### config.mk
export PLATFORM = sky130hd
export DESIGN_NAME = hsv_to_rgb_converter
export DESIGN_NICKNAME = d
export VERILOG_FILES = /design/src/rtl/core/hsv2rgb_pkg.sv /design/src/rtl/core/hsv_to_rgb_converter.sv
export SDC_FILE = /design/constraint.sdc
export NUM_CORES = 2
export LEC_CHECK = 0
export BUFFER_PORTS_ARGS = -buffer_cell sky130_fd_sc_hd__buf_2
export CORE_MARGIN = 1.5
export CORE_UTILIZATION = 69
export CTS_CLUSTER_SIZE = 40
export DETAILED_ROUTE_END_ITERATION = 7
export GPL_TIMING_DRIVEN = 0
export HOLD_SLACK_MARGIN = 0.15
export PLACE_DENSITY = 0.86
export SYNTH_ARGS = -nofsm -noshare
export SYNTH_HDL_FRONTEND = slang
export SYNTH_SLANG_ARGS = --single-unit
### constraint.sdc
create_clock -name clk -period 13.1 [get_ports clk]
set_clock_uncertainty 0.1 [all_clocks]
set_input_delay 1.965 -clock clk [delete_from_list [all_inputs] [get_ports clk]]
set_output_delay 1.965 -clock clk [all_outputs]
set_load 0.05 [all_outputs]
### src/rtl/core/hsv2rgb_pkg.sv
// ---------------------------------------------------------------------------
// HSV to RGB converter package
// Pixel beat types, fixed-point constants and sector codes.
// ---------------------------------------------------------------------------
package hsv2rgb_pkg;

	localparam int HUE_FRAC_BITS = 4;
	localparam int HUE_W         = 13;
	localparam int LEVEL_W       = 8;

	localparam int SECTOR_W  = 60 << HUE_FRAC_BITS;
	localparam int FULL_TURN = 360 << HUE_FRAC_BITS;
	localparam int LEVEL_MAX = 255;
	localparam int SCALE_M   = LEVEL_MAX * SECTOR_W;

	localparam int FRAC_W  = $clog2(SECTOR_W + 1);
	localparam int SCALE_W = $clog2(SCALE_M + 1);
	localparam int SF_W    = LEVEL_W + FRAC_W;
	localparam int VP_W    = 2 * LEVEL_W;
	localparam int NUM_W   = LEVEL_W + SCALE_W;

	// floor(n / SCALE_M) == (n * RECIP) >> RECIP_SHIFT for every n below 2**NUM_W
	localparam int          RECIP_SHIFT = NUM_W + SCALE_W;
	localparam logic [63:0] RECIP       =
		((64'd1 << RECIP_SHIFT) + 64'(SCALE_M) - 64'd1) / 64'(SCALE_M);
	localparam int          RECIP_W     = RECIP_SHIFT - SCALE_W + 1;
	localparam int          MUL_W       = NUM_W + RECIP_W;

	typedef enum logic [2:0] {
		SEC_R_Y,
		SEC_Y_G,
		SEC_G_C,
		SEC_C_B,
		SEC_B_M,
		SEC_M_R
	} sector_t;

	typedef struct packed {
		logic [HUE_W-1:0]   hue;
		logic [LEVEL_W-1:0] saturation;
		logic [LEVEL_W-1:0] brightness;
	} hsv_t;

	typedef struct packed {
		logic [LEVEL_W-1:0] red;
		logic [LEVEL_W-1:0] green;
		logic [LEVEL_W-1:0] blue;
	} rgb_t;

endpackage

### src/rtl/core/hsv_to_rgb_converter.sv
// Throughput: one pixel per cycle unless rgb_ready stalls it; each stage refills
// as soon as its beat moves on, so bubbles close up behind a stalled output.
// The widest step is the 26 x 27 bit reciprocal multiply in stage five.
// Reset clears the stage valid bits only; payload registers are not reset.
// ---------------------------------------------------------------------------
// HSV to RGB converter
// Six-stage pipeline: hue wrap, sector split, products, levels, scaling,
// channel select.
// ---------------------------------------------------------------------------
module hsv_to_rgb_converter (
	input  logic               clk,
	input  logic               arst_n,
	input  logic               hsv_valid,
	output logic               hsv_ready,
	input  hsv2rgb_pkg::hsv_t  hsv,
	output logic               rgb_valid,
	input  logic               rgb_ready,
	output hsv2rgb_pkg::rgb_t  rgb
);

	localparam int HUE_W   = hsv2rgb_pkg::HUE_W;
	localparam int LEVEL_W = hsv2rgb_pkg::LEVEL_W;
	localparam int FRAC_W  = hsv2rgb_pkg::FRAC_W;
	localparam int SCALE_W = hsv2rgb_pkg::SCALE_W;
	localparam int SF_W    = hsv2rgb_pkg::SF_W;
	localparam int VP_W    = hsv2rgb_pkg::VP_W;
	localparam int NUM_W   = hsv2rgb_pkg::NUM_W;
	localparam int MUL_W   = hsv2rgb_pkg::MUL_W;

	logic v_s1, v_s2, v_s3, v_s4, v_s5, v_s6;
	logic en_s1, en_s2, en_s3, en_s4, en_s5, en_s6;

	logic [HUE_W-1:0]   hue_s1;
	logic [LEVEL_W-1:0] sat_s1, val_s1;

	hsv2rgb_pkg::sector_t sec_s2, sec_s3, sec_s4, sec_s5;
	logic [FRAC_W-1:0]    frac_s2;
	logic [LEVEL_W-1:0]   sat_s2, val_s2, val_s3, val_s4, val_s5;

	logic [SF_W-1:0]  sf_s3, st_s3;
	logic [VP_W-1:0]  vp_s3;

	logic [NUM_W-1:0]   nq_s4, nt_s4;
	logic [LEVEL_W-1:0] p_s4;

	logic [LEVEL_W-1:0] q_s5, t_s5, p_s5;

	hsv2rgb_pkg::rgb_t rgb_s6;

	logic [HUE_W-1:0]     hue_wrap;
	hsv2rgb_pkg::sector_t sec_d;
	logic [HUE_W-1:0]     base_d;
	logic [VP_W:0]        p_sum;
	logic [MUL_W-1:0]     q_prod, t_prod;
	hsv2rgb_pkg::rgb_t    rgb_d;

	// stage enables: a stage loads when empty or when its beat moves on
	assign en_s6     = !v_s6 || rgb_ready;
	assign en_s5     = !v_s5 || en_s6;
	assign en_s4     = !v_s4 || en_s5;
	assign en_s3     = !v_s3 || en_s4;
	assign en_s2     = !v_s2 || en_s3;
	assign en_s1     = !v_s1 || en_s2;
	assign hsv_ready = en_s1;
	assign rgb_valid = v_s6;
	assign rgb       = rgb_s6;

	always_ff @(posedge clk or negedge arst_n) begin
		if (!arst_n) begin
			v_s1 <= 1'b0;
			v_s2 <= 1'b0;
			v_s3 <= 1'b0;
			v_s4 <= 1'b0;
			v_s5 <= 1'b0;
			v_s6 <= 1'b0;
		end else begin
			if (en_s1) v_s1 <= hsv_valid;
			if (en_s2) v_s2 <= v_s1;
			if (en_s3) v_s3 <= v_s2;
			if (en_s4) v_s4 <= v_s3;
			if (en_s5) v_s5 <= v_s4;
			if (en_s6) v_s6 <= v_s5;
		end
	end

	// stage 1: wrap hue into one turn (input never reaches two turns)
	assign hue_wrap = (hsv.hue >= HUE_W'(hsv2rgb_pkg::FULL_TURN)) ?
		hsv.hue - HUE_W'(hsv2rgb_pkg::FULL_TURN) : hsv.hue;

	// stage 2: sector and remainder within the sector
	always_comb begin
		sec_d  = hsv2rgb_pkg::SEC_M_R;
		base_d = HUE_W'(5 * hsv2rgb_pkg::SECTOR_W);
		if (hue_s1 < HUE_W'(hsv2rgb_pkg::SECTOR_W)) begin
			sec_d  = hsv2rgb_pkg::SEC_R_Y;
			base_d = '0;
		end else if (hue_s1 < HUE_W'(2 * hsv2rgb_pkg::SECTOR_W)) begin
			sec_d  = hsv2rgb_pkg::SEC_Y_G;
			base_d = HUE_W'(hsv2rgb_pkg::SECTOR_W);
		end else if (hue_s1 < HUE_W'(3 * hsv2rgb_pkg::SECTOR_W)) begin
			sec_d  = hsv2rgb_pkg::SEC_G_C;
			base_d = HUE_W'(2 * hsv2rgb_pkg::SECTOR_W);
		end else if (hue_s1 < HUE_W'(4 * hsv2rgb_pkg::SECTOR_W)) begin
			sec_d  = hsv2rgb_pkg::SEC_C_B;
			base_d = HUE_W'(3 * hsv2rgb_pkg::SECTOR_W);
		end else if (hue_s1 < HUE_W'(5 * hsv2rgb_pkg::SECTOR_W)) begin
			sec_d  = hsv2rgb_pkg::SEC_B_M;
			base_d = HUE_W'(4 * hsv2rgb_pkg::SECTOR_W);
		end
	end

	// stage 4: p = floor(x / 255), exact for x below 65280
	assign p_sum = {1'b0, vp_s3} + (VP_W+1)'(vp_s3 >> LEVEL_W) + (VP_W+1)'(1);

	// stage 5: divide by SCALE_M through the reciprocal
	assign q_prod = MUL_W'(nq_s4) * MUL_W'(hsv2rgb_pkg::RECIP);
	assign t_prod = MUL_W'(nt_s4) * MUL_W'(hsv2rgb_pkg::RECIP);

	// stage 6: route levels to channels
	always_comb begin
		case (sec_s5)
			hsv2rgb_pkg::SEC_R_Y: rgb_d = '{red: val_s5, green: t_s5,   blue: p_s5};
			hsv2rgb_pkg::SEC_Y_G: rgb_d = '{red: q_s5,   green: val_s5, blue: p_s5};
			hsv2rgb_pkg::SEC_G_C: rgb_d = '{red: p_s5,   green: val_s5, blue: t_s5};
			hsv2rgb_pkg::SEC_C_B: rgb_d = '{red: p_s5,   green: q_s5,   blue: val_s5};
			hsv2rgb_pkg::SEC_B_M: rgb_d = '{red: t_s5,   green: p_s5,   blue: val_s5};
			default:              rgb_d = '{red: val_s5, green: p_s5,   blue: q_s5};
		endcase
	end

	always_ff @(posedge clk) begin
		if (en_s1) begin
			hue_s1 <= hue_wrap;
			sat_s1 <= hsv.saturation;
			val_s1 <= hsv.brightness;
		end
		if (en_s2) begin
			sec_s2  <= sec_d;
			frac_s2 <= FRAC_W'(hue_s1 - base_d);
			sat_s2  <= sat_s1;
			val_s2  <= val_s1;
		end
		if (en_s3) begin
			sec_s3 <= sec_s2;
			sf_s3  <= SF_W'(sat_s2) * SF_W'(frac_s2);
			st_s3  <= SF_W'(sat_s2) *
				SF_W'(FRAC_W'(hsv2rgb_pkg::SECTOR_W) - frac_s2);
			vp_s3  <= VP_W'(val_s2) *
				VP_W'(LEVEL_W'(hsv2rgb_pkg::LEVEL_MAX) - sat_s2);
			val_s3 <= val_s2;
		end
		if (en_s4) begin
			sec_s4 <= sec_s3;
			nq_s4  <= NUM_W'(val_s3) *
				NUM_W'(SCALE_W'(hsv2rgb_pkg::SCALE_M) - SCALE_W'(sf_s3));
			nt_s4  <= NUM_W'(val_s3) *
				NUM_W'(SCALE_W'(hsv2rgb_pkg::SCALE_M) - SCALE_W'(st_s3));
			p_s4   <= p_sum[VP_W-1:LEVEL_W];
			val_s4 <= val_s3;
		end
		if (en_s5) begin
			sec_s5 <= sec_s4;
			q_s5   <= q_prod[hsv2rgb_pkg::RECIP_SHIFT +: LEVEL_W];
			t_s5   <= t_prod[hsv2rgb_pkg::RECIP_SHIFT +: LEVEL_W];
			p_s5   <= p_s4;
			val_s5 <= val_s4;
		end
		if (en_s6) begin
			rgb_s6 <= rgb_d;
		end
	end

endmodule

After elaboration in Yosys (flattened, before gate mapping)
Cells that the tools add are included.
W data, S select, Z words.
{"block": "word_totals", "ramBits": 0, "in_bits": 33, "register_bits": 257, "latchBits": 0, "romBits": 0, "n_memories": 0}
{"block": "classes", "shift": 0, "muxes": 11, "order_cmp": 6, "reduce_logical": 15, "n_bitwise": 0, "n_eq_ne": 4, "n_mul": 7, "n_div": 0, "addsub": 8}
{"op": "$pmux W24 S5", "n": 1}
{"op": "$mul A26 B26 Y51 const B", "n": 2}
{"op": "$mul A9 B19 Y26", "n": 2}
{"op": "$mux W10", "n": 4}
{"op": "$sub A18 B18 Y19 const A", "n": 2}
{"op": "$lt A13 B12 Y1 const B", "n": 2}
{"op": "$mul A8 B10 Y18", "n": 1}
{"op": "$mul A9 B11 Y18", "n": 1}
{"op": "$add A16 B1 Y16 const B", "n": 1}
{"op": "$add A16 B8 Y16", "n": 1}
{"op": "$mul A9 B9 Y16", "n": 1}
{"op": "$ge A13 B13 Y1 const B", "n": 1}
{"op": "$lt A13 B10 Y1 const B", "n": 1}
{"op": "$lt A13 B11 Y1 const B", "n": 1}
{"op": "$lt A13 B13 Y1 const B", "n": 1}
{"op": "$mux W13", "n": 1}
{"op": "$sub A13 B13 Y13 const B", "n": 1}
{"op": "$sub A10 B10 Y11 const A", "n": 1}
{"op": "$sub A10 B10 Y10", "n": 1}
{"op": "$mux W9", "n": 1}
{"op": "$sub A8 B8 Y9 const A", "n": 1}
{"op": "$eq A3 B2 Y1 const B", "n": 2}
{"op": "$logic_not A1 Y1", "n": 6}
{"op": "$logic_or A1 B1 Y1", "n": 6}
{"op": "other kinds (7)", "n": 9}

Depth between registers and ports, before layout
{"block": "logic_depth", "word_depth": 7, "mapped_depth": 27, "depth_no_buf": 26}

Least setup slack after synthesis
Ideal clock, no wire load.
{"block": "synth_path", "path_type": "input port to output port", "start": "input rgb_ready", "end": "output hsv_ready", "setup_slack_ns": 5.431, "arrival_ns": 5.604, "cell_stages": 4, "n_path_buf": 0, "cell_sequence": "nor2b_1 > nand3_1 > nor2_1 > nand3_1"}
{"block": "synth_via", "elab_chain_cells": 6}
{"element": "start, declared", "line": "hsv_to_rgb_converter.sv:17", "rtl": "input logic rgb_ready,"}
{"element": "$logic_or A1 B1 Y1", "line": "hsv_to_rgb_converter.sv:58", "rtl": "assign en_s6 = !v_s6 || rgb_ready;"}
{"element": "$logic_or A1 B1 Y1", "line": "hsv_to_rgb_converter.sv:59", "rtl": "assign en_s5 = !v_s5 || en_s6;"}
{"element": "$logic_or A1 B1 Y1", "line": "hsv_to_rgb_converter.sv:60", "rtl": "assign en_s4 = !v_s4 || en_s5;"}
{"element": "named net en_s4", "line": "hsv_to_rgb_converter.sv:31", "rtl": "logic en_s1, en_s2, en_s3, en_s4, en_s5, en_s6;"}
{"element": "$logic_or A1 B1 Y1", "line": "hsv_to_rgb_converter.sv:61", "rtl": "assign en_s3 = !v_s3 || en_s4;"}
{"element": "$logic_or A1 B1 Y1", "line": "hsv_to_rgb_converter.sv:62", "rtl": "assign en_s2 = !v_s2 || en_s3;"}
{"element": "$logic_or A1 B1 Y1", "line": "hsv_to_rgb_converter.sv:63", "rtl": "assign en_s1 = !v_s1 || en_s2;"}
{"element": "end, declared", "line": "hsv_to_rgb_converter.sv:14", "rtl": "output logic hsv_ready,"}
The timed path passes the listed nets, and every way through them passes these cells.

Final worst setup path
{"block": "layout_path", "start": "register nt_s4[19]", "end": "register t_s5[6] (data pin)"}
{"block": "layout_via", "elab_chain_cells": 1}
{"element": "start, declared", "line": "hsv_to_rgb_converter.sv:43", "rtl": "logic [NUM_W-1:0] nq_s4, nt_s4;"}
{"element": "start signal, assigned", "line": "hsv_to_rgb_converter.sv:156", "rtl": "nt_s4 <= NUM_W'(val_s3) *"}
{"element": "$mul A26 B26 Y51", "line": "hsv_to_rgb_converter.sv:117", "rtl": "assign t_prod = MUL_W'(nt_s4) * MUL_W'(hsv2rgb_pkg::RECIP);"}
{"element": "named net t_prod[50]", "line": "hsv_to_rgb_converter.sv:54", "rtl": "logic [MUL_W-1:0] q_prod, t_prod;"}
{"element": "end signal, assigned", "line": "hsv_to_rgb_converter.sv:164", "rtl": "t_s5 <= t_prod[hsv2rgb_pkg::RECIP_SHIFT +: LEVEL_W];"}
{"element": "end, declared", "line": "hsv_to_rgb_converter.sv:46", "rtl": "logic [LEVEL_W-1:0] q_s5, t_s5, p_s5;"}
The timed path passes the listed nets, and every way through them passes these cells.
A chain may end at the register's enable or synchronous reset.

==> results.txt <==
Clk_lat worst skew -> 620 ps
Synth Area in Simple Gates -> 10.2%
Busiest grt layer -> met2
Crit-path max cell delay -> 750 ps
Met1 Use GR -> 38.8%
CTS root buf -> clkbuf_16
EDFF count, synth -> 249
Unrepaired setup endpoints after global routing -> false
Final TNS setup -> 0 ps
I/O Buffers -> 58
CP Max Fanout -> 8
Cts repair resizes -> 0
Met2 Resource Use GR -> 53.8%
Period utilization -> 57.7%
Post-CTS Setup Inserts -> 0
Hold Path Origin -> val_s1[0]
CP dominant cell by count -> fa_1
Number of synthesized register bits -> 255
Maximum Capacitance Violations -> 0
Die height -> 258 um
Post-synth top area share -> 31.3%
Residual DRC -> 0
CP max-delay cell -> a311oi_1
Syn nets -> 5940
Critical path required time -> 13360 ps
FP Rows -> 93
Largest net degree at the start of global routing -> 63
Initial Util -> 69.7%
Ys Warns -> 0
Final Hold Fails -> 0
Reg2Reg Setup Slack -> 5540 ps
Syn Area/Cell -> 10.1 um^2
Met3 GRT Util -> 3.27%
Ranking of synthesized cells by area -> fa_1 (31%), ha_1 (21%), edfxtp_1 (17%), inv_1 (9.6%), and2_1 (3.6%)
Final setup vio count -> 0
Critical-path cell list -> ha_1 -> inv_1 -> fa_1 -> inv_1 -> fa_1 -> ha_1 -> fa_1 -> fa_1 -> inv_1 -> fa_1 -> inv_1 -> ha_1 -> nand2_1 -> or4_1 -> a311oi_1 -> nor3_1 -> a31oi_4 -> a21oi_2 -> o221ai_2 -> xor2_1
Worst r2r src -> nt_s4[19]
Sequential share of the synthesized area -> 17.0%
Compound-Gate Fraction of Synth Area -> 6.23%
Status -> finished clean
Cell accounting for the most synthesized area -> fa_1
Worst Hold Depth -> 0
CP Class -> reg2reg
CTS tree -> done
Total track usage -> 30.3%
Clock tree buffer depth -> 3
Area of the mapped netlist -> 44800 um^2
Clock Pin Slew Worst Setup and Hold Paths -> 60 ps
Via density per instance -> 5.70
Reg-to-reg endpoint -> t_s5[6]
Avg WL per Cell -> 17.9 um
Top_reg_cell synth -> edfxtp_1
Grt ovf -> 0
# nets final -> 6030
First-pass GRT wire length -> 162 mm
Post-route ant nets -> 0
Hpwl dp -> 79.9 mm
Largest family of logic cells by synthesized area -> adder cells
Cell count of the worst reg-to-reg path -> 20
Gpl congestion -> 0.935
Router iterations before antenna repair -> 6
HP Class -> reg2reg
Share of layout cells above drive strength 1 -> 3.00%
Post-synthesis adder-cell area fraction -> 52.4%
Initial antenna violation count -> 0
Worst Hold End -> val_s2[0]
Die W -> 258 um
Post-synthesis mux area share -> 0.759%
Antenna Cells -> 0
Worst slew pin tran -> 1310 ps
DR iter-0 viols -> 2226
CTS Buf Count -> 28
Synth Area in XOR/XNOR -> 3.20%
Synth unique cells -> 73
Fraction of registers with async set/reset -> 2.35%
WP data arrival -> 7820 ps
Critical path launch point type -> flop
Final Max Slew Viols -> 0
Htree depth -> 1
# hold bufs at CTS -> 0
Vias in the first global route -> 33500
Core Region -> 64300 um^2
Min cycle time layout -> 7560 ps
Ports -> 59
DR vias -> 30900
Die area -> 66500 um^2
CTS Sinks -> 255
Syn Inst Count -> 4451
DRT Wirelength -> 97.0 mm
Fmax -> 0.132 GHz
Max-slew headroom -> 12.2%
Setup crit end kind -> flop
Area grow syn2layout -> 5.13%
-- layout make-up --
cell class                      count  area [um^2]
Clock buffer                       32          716
Timing Repair Buffer               60          338
Inverter                         1143         4290
Tap cell                          855         1070
Fill cell                        4240        17200
Multi-Input combinational cell   2970        32600
Buffer                             83          315
Sequential cell                   255         7630
Clock inverter                     20          158
-- kinds of logic (layout without fill, tap and decap cells) --
family / after synthesis / after routing
adder cells (fa/ha/maj): 1456 / 1456
multiplexers: 33 / 33
buffers and inverters: 1226 / 1338
AND/OR/NAND/NOR: 898 / 898
flip-flops: 255 / 255
XOR/XNOR: 164 / 164
AO/OA/AOI/OAI: 419 / 419
-- per-stage QoR --
stage | utilization (%) | std cells | hold WS (ps) | cell area (um^2) | setup slack (ps)
floorplan | - | 4451 | 300 | 44800 | 5430
detailed placement | 71.9 | 5366 | 305 | 46300 | 5610
finish | 73.3 | 5418 | 312 | 47100 | 5540
CTS | 73.3 | 5418 | 315 | 47100 | 5590
global route | 73.3 | 5418 | 319 | 47100 | 5420
global placement | 71.8 | 5364 | 301 | 46200 | 3790
-- worst max path at each step --
stage	to	depth (start not counted)	startpoint	slack, ps
after floorplan	hsv_ready	4	rgb_ready	5430
after global placement	hsv_ready	6	rgb_ready	3790
after detailed placement	t_s5[4]	20	nt_s4[18]	5610
after CTS	t_s5[4]	20	nt_s4[18]	5590
after global routing	nt_s4[25]	25	sf_s3[0]	5420
final	t_s5[6]	20	nt_s4[19]	5540
-- synth_stat cells (6+ instances only) --
master        n
o21a_1       20
a32oi_1       8
nand3_1      35
nand2b_1     41
a211oi_1     14
inv_1      1143
fa_1        701
nor2_1      113
xor2_1       50
clkbuf_1     73
o211ai_1     11
a211o_1       7
nand4_1      13
and2_1      256
dfrtp_1       6
nor2b_1      54
nand2_1     291
o31ai_1       6
nor3b_1      10
a31oi_1       9
o21ai_1      11
ha_1        755
a21oi_1     140
or3_1        10
edfxtp_1    249
o21ai_0      53
o2111ai_1     7
buf_1         9
o21bai_1      8
or2_2         6
a21boi_0      8
a221o_1      10
mux2_2        8
and3_1       23
a21o_1       61
nor3_1       29
xnor2_1     114
mux2i_1      25
-- metal layers --
layer | vias up | routed length, um
met1 | 15400 | 39200
met2 | 1041 | 48800
li1 | 14200 | -
met5 | - | 0
met3 | 225 | 5550
met4 | 0 | 3310
-- registers in the layout, indices dropped and copies added (netlist names), 8 cells and up --
signal   count
val_s1       8
val_s2       8
val_s4       8
sf_s3       18
frac_s2     10
sat_s1       8
hue_s1      13
q_s5         8
p_s4         8
st_s3       17
vp_s3       16
nq_s4       26
val_s3       8
sat_s2       8
nt_s4       25
rgb         24
p_s5         8
val_s5       8
t_s5         8
-- critical path: cells and delay by family (launching register included) --
family	cells	cell delay, ps
xor+xnor	1	390
flops	1	650
compound gates	4	1310
simple gates	3	1010
fa+ha+maj	8	3640
buf+inv	4	220
-- cell usage in the layout (no fill, tap or decap), drive strengths merged, types with 12 or more instances in the layout --
master,synthesis,layout
buf,10,70
xnor2,114,114
and3,23,23
and2,256,256
edfxtp,249,249
ha,755,755
nor2,113,113
a21oi,142,142
nand2b,41,41
fa,701,701
xor2,50,50
a21boi,12,12
nand2,291,291
clkbuf,73,105
inv,1143,1148
o21a,20,20
nor2b,54,54
nand3,35,35
o21ai,65,65
nor3,29,29
a211oi,15,15
a21o,61,61
nand4,13,13
mux2i,25,25
Power is not shown: default switching activity piles up to over one toggle a cycle in this logic, so the estimate is an artifact.
